### src/sv/chbt_pkg.sv
`timescale 1ns / 1ps
package chbt_pkg;

   localparam int DEF_MAX_CHARS      = 256;
   localparam int DEF_MAX_PARAGRAPHS = 32;
   localparam int DEF_COORD_BITS     = 16;

   localparam logic [7:0] TOL_RESET    = 8'd4;
   localparam logic [2:0] CSR_TOL_ADDR = 3'd0;
   localparam logic [2:0] DRAIN_CYCLES = 3'd6;

   localparam logic [1:0] REQ_CLEAR     = 2'd0;
   localparam logic [1:0] REQ_LOAD_PARA = 2'd1;
   localparam logic [1:0] REQ_LOAD_CHAR = 2'd2;
   localparam logic [1:0] REQ_QUERY     = 2'd3;

   typedef struct packed {
      logic [1:0]  req_type;
      logic [15:0] box_left;
      logic [15:0] box_top;
      logic [15:0] box_right;
      logic [15:0] box_bottom;
      logic        is_vertical;
      logic        starts_line;
      logic [15:0] point_x;
      logic [15:0] point_y;
   } req_data_type;

   typedef struct packed {
      logic       found;
      logic [4:0] paragraph_index;
      logic [7:0] char_index;
   } rsp_data_type;

   typedef struct packed {
      logic clear;
      logic load_para;
      logic load_char;
      logic start;
      logic issue;
      logic capture;
   } cmd_type;

   typedef struct packed {
      logic addr_last;
      logic char_empty;
   } stat_type;

   typedef enum logic [1:0] {
      ST_IDLE,
      ST_SCAN,
      ST_DRAIN,
      ST_DONE
   } state_type;

endpackage

### src/sv/chbt_ctrl.sv
`timescale 1ns / 1ps
module chbt_ctrl (
   input  logic               clock,
   input  logic               reset,
   input  logic               req_valid,
   input  logic [1:0]         req_type,
   output logic               req_stall,
   output logic               rsp_valid,
   input  logic               rsp_stall,
   input  chbt_pkg::stat_type stat,
   output chbt_pkg::cmd_type  cmd
);
   import chbt_pkg::*;

   state_type  state_ff, state_in;
   logic [2:0] drain_ff, drain_in;
   logic       rsp_valid_ff, rsp_valid_in;
   logic       accept;

   always_comb begin
      state_in = state_ff;
      case (state_ff)
         ST_IDLE: begin
            if (req_valid && req_type == REQ_QUERY) state_in = ST_SCAN;
         end
         ST_SCAN: begin
            if (stat.char_empty || stat.addr_last) state_in = ST_DRAIN;
         end
         ST_DRAIN: begin
            if (drain_ff == DRAIN_CYCLES - 3'd1) state_in = ST_DONE;
         end
         ST_DONE: begin
            if (!rsp_valid_ff || !rsp_stall) state_in = ST_IDLE;
         end
         default: state_in = ST_IDLE;
      endcase
   end

   always_comb begin
      accept        = req_valid && state_ff == ST_IDLE;
      req_stall     = state_ff != ST_IDLE;
      cmd.clear     = accept && req_type == REQ_CLEAR;
      cmd.load_para = accept && req_type == REQ_LOAD_PARA;
      cmd.load_char = accept && req_type == REQ_LOAD_CHAR;
      cmd.start     = accept && req_type == REQ_QUERY;
      cmd.issue     = state_ff == ST_SCAN && !stat.char_empty;
      cmd.capture   = state_ff == ST_DONE && (!rsp_valid_ff || !rsp_stall);
      drain_in      = (state_ff == ST_DRAIN) ? drain_ff + 3'd1 : 3'd0;
      if (cmd.capture) begin
         rsp_valid_in = 1'b1;
      end else if (rsp_valid_ff && !rsp_stall) begin
         rsp_valid_in = 1'b0;
      end else begin
         rsp_valid_in = rsp_valid_ff;
      end
      rsp_valid = rsp_valid_ff;
   end

   always_ff @(posedge clock) begin
      if (reset) begin
         state_ff     <= ST_IDLE;
         drain_ff     <= 3'd0;
         rsp_valid_ff <= 1'b0;
      end else begin
         state_ff     <= state_in;
         drain_ff     <= drain_in;
         rsp_valid_ff <= rsp_valid_in;
      end
   end

endmodule

### config.mk
export PLATFORM = sky130hd
export DESIGN_NAME = chbt_ctrl
export DESIGN_NICKNAME = d
export VERILOG_FILES = /design/src/sv/chbt_pkg.sv /design/src/sv/chbt_ctrl.sv
export SDC_FILE = /design/constraint.sdc
export NUM_CORES = 1
export LEC_CHECK = 0
export ABC_AREA = 1
export BUFFER_PORTS_ARGS = -buffer_cell sky130_fd_sc_hd__buf_4
export CORE_AREA = 5 5 42 44
export CTS_CLUSTER_DIAMETER = 40
export DETAILED_ROUTE_END_ITERATION = 8
export DIE_AREA = 0 0 47 49
export PLACE_DENSITY = 0.69
export SKIP_LAST_GASP = 1
export SLEW_MARGIN = 30
export SYNTH_ARGS = -nofsm -noshare
export SYNTH_HDL_FRONTEND = slang
export SYNTH_SLANG_ARGS = --single-unit
### constraint.sdc
create_clock -name clock -period 1.1 [get_ports clock]
set_input_delay 0.165 -clock clock [delete_from_list [all_inputs] [get_ports clock]]
set_output_delay 0.165 -clock clock [all_outputs]
set_load 0.05 [all_outputs]
-- Word-level counts from Yosys, hierarchy flattened
Index checks and enable logic that the tools add are counted.
- reduce and logical (&&, ||, !) cells: 20
- bitwise gates (word level): 1
- add/subtract/negate cells: 1
- eq/ne operators: 11
- mux-type cells: 7
- operators by type and width (operator ; count):
    1-bit logical AND ; 9
    2-bit == test (second input constant) ; 4
    2-bit 2-to-1 mux ; 4
    2-bit != test (second input constant) ; 4
    2-bit one-hot mux with 4 select lines ; 1
    2-bit by 1-bit == test with 1-bit output (second input constant) ; 2
    2-bit zero test ; 2
    4-bit AND reduction ; 1
    2-bit nonzero test ; 2
    3-bit by 1-bit adder with 3-bit output (second input constant) ; 1
    3-bit == test (second input constant) ; 1
    1-bit zero test ; 3
    1-bit logical OR ; 2
    1-bit 2-to-1 mux ; 2
    2-bit OR reduction ; 1
    1-bit inverter ; 1
- bits of input ports: 8
- register bits: 6
- logic and storage cells: 43
- output and inout port bits: 8

-- Logic depth before layout (Yosys ltp)
Gate-level depths: netlist of the first run.
- depth in word-level cells: 4
- depth in mapped cells: 9
- mapped depth without buffers: 9

-- Worst setup path after synthesis of the first run
Ideal clock, no wire load.
- path type: register -> output
- from: register state_ff[0]
- to: output cmd[3] in the netlist's numbering
- buffers on the path: 0
- arrival: 1.740 ns
- path slack: -0.805 ns
- required time: 0.935 ns
- stages on the path, launching flop included: 5
- path through: dfxtp_1 inv_1 ha_1 nand2_1 nor3_1
- RTL lines (element ; RTL line ; source):
    start, declared ; chbt_ctrl.sv:15 ; state_type state_ff, state_in;
    start signal, assigned ; chbt_ctrl.sv:65 ; state_ff <= state_in;
    end, declared ; chbt_ctrl.sv:11 ; output chbt_pkg::cmd_type cmd

==> summary.md, run 1 <==
| Metric | Value |
|---|---|
| Largest delay share family, worst path | flip-flops |
| Crit Path Category | flip-flop to output port |
| Fin crit period | 1.360 ns |
| Die X-Extent | 47 um |
| Slew Viols, Final | 0 |
| Layout cells sized above 1 | 56.96% |
| Design area | 724.4 um^2 |
| Clk sinks | 6 |
| Critical path's largest stage delay | 0.33 ns |
| Setup tns final | -1.649 ns |
| Top cells by count, synth | nor2_1 (12), inv_1 (10), nand2_1 (9) |
| Clk_lat worst skew | 0.24 ns |
| Reg clk slew, reported paths | 0.04 ns |
| Setup Skew | 0.003078 ns |
| Post-synth EDFFs | 0 |
| Outcome | finished, violations left |
| Fillers | 138 |
| Synth warnings | 0 |
| Total core area | 1401 um^2 |
| Residual overflow from global routing | 0 |
| Combinational power share | 64.8% |
| Longest Clk Path Bufs | 2 |
| Antenna Nets Post-Route | 0 |
| Fin crit share | 123.6% |
| Wire per inst | 9.653 um |
| Hold_buf cts | 0 |
| Vias | 412 |
| Worst setup SP type | flip-flop |
| Synth area leaders | dfxtp_1 (29%), ha_1 (21%), nor2_1 (11%) |
| Drt first pass iters | 4 |
| Crit path max fanout | 3 |
| H-tree depth | 1 |
| Async S/R FF share, synth | 0% |
| Die Span Y | 49 um |
| Starting Density | 29.82% |
| Max-Cap Viols | 0 |
| Die Area | 2303 um^2 |
| DRC | 0 |
| Post-synth top area cell | dfxtp_1 |
| CP arrival | 1.19 ns |
| Footprint of the multi-input gates | 345.3 um^2 |
| Leakage | 0.3274 nW |
| Tot Pwr | 1.424 mW |
| Actual slew at the worst max-slew pin | 0.1643 ns |
| I/O pin cnt | 16 |
| FMAX | 735.6 MHz |
| Headroom to the max-slew limit | 89.02% |
| PortBufs | 15 |
| Synth top area share | 28.74% |
| Critical path cell sequence | inv_4 > ha_4 > nand2_4 > nor3_4 > buf_6 |
| Root Buffer | clkbuf_4 |
| Fin nets | 96 |
| Largest net degree at the start of global routing | 5 |
| #FFs+latches synth | 6 |
| Post-Route WL | 917 um |
| Peak supply drop | 891.1 uV |
| Crit end category | output port |
| Slowest CP cell | dfxtp_2 |
| Post-Route Utilization | 51.70% |
| Hold Vio Cnt, Final | 0 |
| Crit path required time | 0.94 ns |
| Post-Syn Nets | 73 |
| Top FF cell, synth | dfxtp_1 |
| Post-Place Cell Area | 630.6 um^2 |
| Most instantiated library cell after synthesis | nor2_1 |
| Clock power share | 13.5% |
| 1st-iter DRT viols | 6 |
| Total GRT Usage | 8.956% |
| Cell variety after synth | 14 |
| Area Overhead vs Synth | 73.35% |
| Routed vias/inst | 4.337 |
| Internal | 0.7636 mW |
| FP Rows | 14 |
| Synthesized area per cell | 7.205 um^2 |
| Class of the worst hold path | input port to flip-flop |
| Sequential fraction of the synthesis area | 28.74% |
| Register area | 123.9 um^2 |
| Antenna violations before repair | 0 |
| Mapped Area | 417.9 um^2 |
| Register share of total power | 21.6% |
| Total clock buffers created by CTS | 3 |
| Net switching power | 0.6609 mW |
| Failing checks | negative setup slack |
| Setup WS post-layout | -0.2595 ns |
| Number of global-route vias before repair | 404 |
| Sw frac | 46.39% |
| Diodes inserted | 0 |
| Final setup violation count | 9 |
| CTS tree | built |
| Routability congestion estimate | 0.6736 |
| Final HPWL DP | 792.3 um |
| RSZ-0062 raised after global routing | yes |
| Power Density | 1966 nW/um^2 |
| Post-Synthesis Cells | 58 |
| Worst path bufs/invs | 2 |
| First-pass GRT wire length | 1.511 mm |
path summary, 6_finish.rpt:
check	from	to	slack, ns	depth (start not counted)
max	state_ff[1]	cmd[3]	-0.26	5
min	reset	rsp_valid	0.08	2
max reg2reg	state_ff[0]	state_ff[0]	-0.05	7
min reg2reg	drain_ff[0]	drain_ff[0]	0.45	1
sequential cells by signal (all words and copies together) (netlist names):
register / cells
drain_ff: 3
state_ff: 2
rsp_valid: 1
per-stage QoR:
stage / setup slack, ns / hold WS (ns) / instances
after floorplan: -0.2522 / 0.2267 / 58
after global placement: -0.09554 / 0.3248 / 90
after detailed placement: -0.1371 / 0.3258 / 90
after CTS: -0.2922 / 0.06894 / 95
after global routing: -0.3328 / 0.06119 / 95
final: -0.2595 / 0.07941 / 95
layout make-up:
cell class	count	area share [%]
clock buffers	3	3.109
inverters	10	6.045
multi-input cells	41	47.67
flip-flops and latches	6	17.10
well taps	16	2.763
repair buffers	19	23.32
logic make-up after synthesis:
group                      after synthesis  synth area share, %
buffers and inverters                   11                10.78
AOI/OAI and AO/OA                        2                2.395
and+or+nand+nor                         31                35.03
xor gates and xnor gates                 1                2.096
DFF                                      6                28.74
adders and majority gates                7                20.96
placed cells by master, fill, tap and decap left out:
cell | synthesis | routed
xnor2_1 | 1 | 1
clkbuf_4 | 0 | 3
nand3_2 | 1 | 1
nand4_1 | 2 | 2
ha_1 | 7 | 5
dfxtp_2 | 0 | 3
nand2_1 | 9 | 6
ha_4 | 0 | 2
nand3_1 | 1 | 1
nor2_4 | 1 | 4
inv_1 | 10 | 5
nor2_1 | 12 | 9
inv_2 | 0 | 3
clkinvlp_4 | 0 | 1
nand2_4 | 0 | 3
a21oi_1 | 2 | 2
buf_6 | 0 | 5
buf_4 | 1 | 13
dfxtp_1 | 6 | 3
nor3_4 | 0 | 2
inv_4 | 0 | 1
buf_8 | 0 | 1
nand2_2 | 3 | 3
per-layer routing:
layer	wire length, um	track usage (%)	vias up
met1	339	9.492	181
met3	83	3.690	0
met2	495	14.71	12
li1	-	-	219
met5	0	0	-
met4	0	4.147	0
power groups by stage:
| stage | sequential, mW | combinational [mW] | clock (mW) |
|---|---|---|---|
| after floorplan | 0.321 | 0.602 | 0 |
| after CTS | 0.303 | 0.917 | 0.205 |
| final | 0.308 | 0.924 | 0.193 |
| after detailed placement | 0.310 | 0.812 | 0 |
| after global routing | 0.315 | 1.01 | 0.231 |
| after global placement | 0.308 | 0.798 | 0 |
repair_timing:
action	CTS	global route
pin swaps	7	6
resized for setup	11	5
buffers inserted	2	1
cloned	0	0
endpoints found under the setup margin	9	9
No activity file was read; power rests on OpenSTA's default activity.
==> run 2, diff against run 1 <==
- ABC_AREA: 1 -> default
- CTS_CLUSTER_SIZE: default -> 14
==> run 2 against run 1 <==
The run still ends with negative setup slack left. Non-clock buffer count is 7 higher. Worst setup slack worse by 0.048 ns. Total power is 27% higher. Critical endpoint unchanged. Largest power group unchanged.
==> summary.md, run 2 <==
| Metric | Value |
|---|---|
| Longest Clk Path Bufs | 2 |
| Post-Route Utilization | 59.11% |
| Area Overhead vs Synth | 100.0% |
| Most common cell after layout, fill and taps aside | buf_4 |
| 1st-iter DRT viols | 2 |
| Largest delay share family, worst path | flip-flops |
| Reg clk slew, reported paths | 0.04 ns |
| Die Area | 2303 um^2 |
| Residual overflow from global routing | 0 |
| FP Rows | 14 |
| CTS tree | built |
| FMAX | 710.4 MHz |
| Post-Place Worst Slack | -0.2329 ns |
| Number of global-route vias before repair | 424 |
| Fin crit period | 1.408 ns |
| Internal | 1.045 mW |
| Setup tns final | -2.359 ns |
| Worst path bufs/invs | 2 |
| Die Span Y | 49 um |
| Antenna violations before repair | 0 |
| Most instantiated library cell after synthesis | ha_1 |
| Most frequent cells in the layout | buf_4 (17), buf_6 (8), inv_1 (4), nor2_1 (4), ha_1 (4) |
| Clk_lat worst skew | 0.24 ns |
| Outcome | finished, violations left |
| Total core area | 1401 um^2 |
| Total GRT Usage | 9.880% |
| Routability congestion estimate | 0.7375 |
| Max FFs per register | 3 |
| Actual slew at the worst max-slew pin | 0.2906 ns |
| Diodes inserted | 0 |
| Critical path cell sequence | inv_6 > ha_4 > nand2_4 > nor3_4 > buf_6 |
| PortBufs | 15 |
| Post-Synthesis Cells | 46 |
| Sequential fraction of the synthesis area | 29.00% |
| Setup Skew | 0.002930 ns |
| Combinational power share | 68.8% |
| Crit end category | output port |
| Max Used Layer | met3 |
| Hold_ws | 0.08020 ns |
| Final setup violation count | 9 |
| Synth area leaders | dfxtp_1 (29%), ha_1 (21%), a2111oi_4 (6.6%) |
| Hold Vio Cnt, Final | 0 |
| Drt first pass iters | 4 |
| Async S/R FF share, synth | 0% |
| Critical path's largest stage delay | 0.37 ns |
| Fillers | 129 |
| Mapped Area | 414.1 um^2 |
| CP arrival | 1.24 ns |
| Total clock buffers created by CTS | 3 |
| Top FF cell, synth | dfxtp_1 |
| Synthesized area per cell | 9.003 um^2 |
| Post-synth top area cell | dfxtp_1 |
| #FFs+latches synth | 6 |
| Crit path max fanout | 4 |
| Antenna Nets Post-Route | 0 |
| Post-Syn Nets | 61 |
| Met2 WL | 593 um |
| H-tree depth | 1 |
| Final HPWL DP | 836.6 um |
| Max-Cap Viols | 0 |
| Leakage | 0.3618 nW |
| Synth warnings | 0 |
| I/O pin cnt | 16 |
| Largest net degree at the start of global routing | 5 |
| Met1 wire length | 329 um |
| Routed vias/inst | 4.578 |
| Met3 routed WL | 67 um |
| Power Density | 2193 nW/um^2 |
| Peak supply drop | 1039 uV |
| First-pass GRT wire length | 1.614 mm |
| Slowest CP cell | dfxtp_4 |
| Clk sinks | 6 |
| Vias | 412 |
| Wire per inst | 11.00 um |
| Cell variety after synth | 20 |
| Top reg by flops | drain_ff |
| Net switching power | 0.7712 mW |
| Top cells by count, synth | ha_1 (7), dfxtp_1 (6), inv_1 (6), nor2_1 (6), nand2_1 (4) |
| Failing checks | negative setup slack |
| Worst setup SP type | flip-flop |
| Root Buffer | clkbuf_4 |
| Tot Pwr | 1.816 mW |
| Fin nets | 91 |
| Synth top area share | 29.00% |
| Class of the worst hold path | input port to flip-flop |
| Layout cells sized above 1 | 70.27% |
| Clock power share | 11.1% |
| Starting Density | 29.55% |
| RSZ-0062 raised after global routing | yes |
| Sw frac | 42.47% |
| Crit path required time | 0.94 ns |
| Crit Path Category | flip-flop to output port |
| Hold_buf cts | 0 |
| Headroom to the max-slew limit | 80.63% |
| Setup WS post-layout | -0.3076 ns |
| DRC | 0 |
| Post-synth EDFFs | 0 |
| Die X-Extent | 47 um |
| Register share of total power | 20.1% |
| Fin crit share | 128.0% |
| Slew Viols, Final | 0 |
| Post-Route WL | 990 um |
run 2: cell types whose count changed after synthesis, moves of 2 or more:
cell,delta
inv_1,-4
nor2_1,-6
a21boi_0,+2
nand2_1,-5
nand2_2,-3
nand4_1,-2
run 2: area by class of cell:
class	instances	area, um^2	share of cell area [%]
clock buffers	3	22.52	2.719
inverters	6	30.03	3.625
multi-input cells	33	394.1	47.58
flip-flops and latches	6	128.9	15.56
well taps	16	20.02	2.417
repair buffers	26	232.7	28.10
run 2: final timing paths:
path	cells after the start	slack (ns)	startpoint	to
worst min register to register	2	0.52	drain_ff[0]	drain_ff[0]
worst max-delay path	5	-0.31	state_ff[1]	cmd[3]
worst max register to register	5	-0.28	state_ff[1]	state_ff[0]
worst min-delay path	2	0.08	reset	rsp_valid
run 2: per-layer routing:
layer,up-vias,track usage [%]
met1,192,9.071
li1,210,-
met3,0,2.214
met5,-,0
met4,0,5.530
met2,10,18.33
run 2: cell families (layout without fill, tap and decap cells):
logic type	Yosys count	after routing	synth area share [%]
compound gates	6	6	16.61
flops	6	6	29.00
xor+xnor	1	1	2.115
fa+ha+maj	7	7	21.15
mux	1	1	2.417
simple gates	18	18	21.45
buf+inv	7	35	7.251
run 2: through the flow:
stage / area, um^2 / std cells
after floorplan: 531.8 / 46
after detailed placement: 709.4 / 83
final: 828.3 / 90
after global placement: 709.4 / 83
after global routing: 828.3 / 90
after CTS: 807.0 / 89
run 2: power by group through the flow:
stage	clock network (mW)	logic (mW)	registers, mW
after floorplan	0	0.781	0.360
after global placement	0	1.04	0.362
after detailed placement	0	1.06	0.360
after CTS	0.216	1.25	0.362
after global routing	0.224	1.34	0.377
final	0.202	1.25	0.365
run 2: repair_timing:
item / 4_1_cts / 5_1_grt
setup buffers: 3 / 1
endpoints found under the setup margin: 9 / 9
gates resized for setup: 14 / 3
pin swaps: 3 / 2
==> run 3, diff against run 2 <==
--- a/config.mk
+++ b/config.mk
@@ -8,3 +8,5 @@
 export BUFFER_PORTS_ARGS = -buffer_cell sky130_fd_sc_hd__buf_4
-export CORE_AREA = 5 5 42 44
+export CELL_PAD_IN_SITES_DETAIL_PLACEMENT = 0
+export CELL_PAD_IN_SITES_GLOBAL_PLACEMENT = 2
+export CORE_AREA = 5 5 50 52
 export CTS_CLUSTER_DIAMETER = 40
@@ -12,4 +14,5 @@
 export DETAILED_ROUTE_END_ITERATION = 8
-export DIE_AREA = 0 0 47 49
-export PLACE_DENSITY = 0.69
+export DIE_AREA = 0 0 55 57
+export PLACE_DENSITY = 0.77
+export REMOVE_ABC_BUFFERS = 1
 export SKIP_LAST_GASP = 1
--- a/constraint.sdc
+++ b/constraint.sdc
@@ -3,2 +3,2 @@
 set_output_delay 0.165 -clock clock [all_outputs]
-set_load 0.05 [all_outputs]
+set_load 0.005 [all_outputs]
==> run 3 against run 2 <==
The run still ends with negative setup slack left. Total power down 24%. Non-clock buffer count rose by 1. Global-route usage down 2.7 points. Sequential share of layout area rose by 1.2 points. Critical path depth grew 2. Register-to-register slack about the same. Final cell count increased by 14%. Worst setup slack better by 0.0080 ns. Clock power down 3%. Routed wire length down 7.9%. Combinational power down 30%. Critical endpoint is now cmd[4]. Largest cell class unchanged.
==> summary.md, run 3 (synthesis gave the netlist of run 2 again) <==
| Metric | Value |
|---|---|
| R2R Setup Slk | -0.29 ns |
| Clk_lat worst skew | 0.24 ns |
| Worst setup SP type | flip-flop |
| Antenna violations before repair | 0 |
| Critical path cell sequence | inv_2 > buf_6 > ha_4 > buf_6 > nand3_2 > nor2_1 > buf_4 |
| I/O pin cnt | 16 |
| Most common cell after layout, fill and taps aside | buf_4 |
| Met3 GRT Util | 3.133% |
| Setup Skew | 0.001025 ns |
| Slew Viols, Final | 0 |
| Reg clk slew, reported paths | 0.04 ns |
| Hold_buf cts | 0 |
| CP arrival | 1.23 ns |
| 1st-iter DRT viols | 3 |
| Headroom to the max-slew limit | 76.97% |
| Critical path's largest stage delay | 0.34 ns |
| Post-Place Worst Slack | -0.4102 ns |
| FMAX | 714.5 MHz |
| Top reg by flops | drain_ff |
| Design area | 733.2 um^2 |
| Clk sinks | 6 |
| PortBufs | 15 |
| Diodes inserted | 0 |
| Actual slew at the worst max-slew pin | 0.3424 ns |
| Peak supply drop | 730.4 uV |
| Setup WS post-layout | -0.2996 ns |
| Crit end category | output port |
| Non-filler instance count after layout | 103 |
| Largest net degree at the start of global routing | 5 |
| GR peak layer | met2 |
| Failing checks | negative setup slack |
| Final setup violation count | 9 |
| Setup tns final | -2.321 ns |
| Tot Pwr | 1.379 mW |
| Post-Route WL | 912 um |
| Residual overflow from global routing | 0 |
| Die Area | 3135 um^2 |
| Post-Place Cell Area | 636.9 um^2 |
| Vias | 400 |
| FP Rows | 17 |
| Routability congestion estimate | 0.6073 |
| Hold Vio Cnt, Final | 0 |
| Largest delay share family, worst path | buffers and inverters |
| First-pass GRT wire length | 1.621 mm |
| DRC | 0 |
| Total clock buffers created by CTS | 3 |
| Met2 Resource Use GR | 10.30% |
| Max FFs per register | 3 |
| Class of the worst hold path | input port to flip-flop |
| Slowest CP cell | dfxtp_2 |
| Outcome | finished, violations left |
| Fin crit share | 127.2% |
| Fin nets | 92 |
| Number of global-route vias before repair | 376 |
| Max-Cap Viols | 0 |
| Total GRT Usage | 7.132% |
| Post-Route Utilization | 35.54% |
| Drt first pass iters | 3 |
| Die X-Extent | 55 um |
| Post-placement cell count | 99 |
| CTS tree | built |
| Area Overhead vs Synth | 77.04% |
| Crit Path Category | flip-flop to output port |
| Crit path required time | 0.94 ns |
| Fin crit period | 1.400 ns |
| Root Buffer | clkbuf_4 |
| H-tree depth | 1 |
| Wire per inst | 8.854 um |
| Die Span Y | 57 um |
| Total core area | 2063 um^2 |
| Hold_ws | 0.08774 ns |
| Leakage | 0.3466 nW |
| Cell mode on critical path | buf_6 |
| Longest Clk Path Bufs | 2 |
| Layout cells sized above 1 | 64.00% |
| Power Density | 1881 nW/um^2 |
| Crit path max fanout | 3 |
| Starting Density | 20.07% |
| Final HPWL DP | 763.3 um |
| Antenna Nets Post-Route | 0 |
| RSZ-0062 raised after global routing | yes |
| Most frequent cells in the layout | buf_4 (25), nor2_1 (5), ha_1 (5) |
| Routed vias/inst | 3.883 |
| Met1 Usage GRT | 8.544% |
| Worst path bufs/invs | 4 |
run 3: cell types whose count changed in the layout (fill, tap and decap cells not counted), sizes merged:
| cell | before | now |
|---|---|---|
| buf | 26 | 27 |
run 3: repair_timing:
item / in CTS / in global routing
endpoints found under the hold margin: 0 / 0
resized for setup: 16 / 3
buffers inserted: 1 / 0
setup endpoints to repair: 10 / 9
pin swaps: 2 / 0
run 3: power breakdown:
group          leakage, nW  switching, mW  internal, mW
registers           0.0494         0.0408         0.268
logic                0.283          0.347         0.527
clock network       0.0138         0.0732         0.123
total                0.347          0.461         0.918
run 3: layer usage:
layer	wire length [um]	up-vias
li1	-	213
met1	359	174
met2	446	13
met3	106	0
met4	0	0
met5	0	-
run 3: area by class of cell:
cell class                      instances  area [um^2]
Timing Repair Buffer                   27        210.2
Fill cell                             231         1330
Sequential cell                         6        122.6
Tap cell                               28        35.03
Inverter                                6        22.52
Clock buffer                            3        22.52
Multi-Input combinational cell         33        320.3
run 3: worst reg2reg max path: stages (launching register included):
cell	delay [ns]
dfxtp_2	0.34
inv_2	0.05
buf_6	0.11
ha_4	0.15
buf_4	0.14
a211o_2	0.28
o221a_2	0.22
run 3: final timing paths:
path	to	start	cells after the start
setup / recovery	cmd[4]	state_ff[1]	7
hold / removal	rsp_valid	reset	2
setup reg to reg	state_ff[0]	state_ff[1]	6
hold reg to reg	drain_ff[0]	drain_ff[0]	2
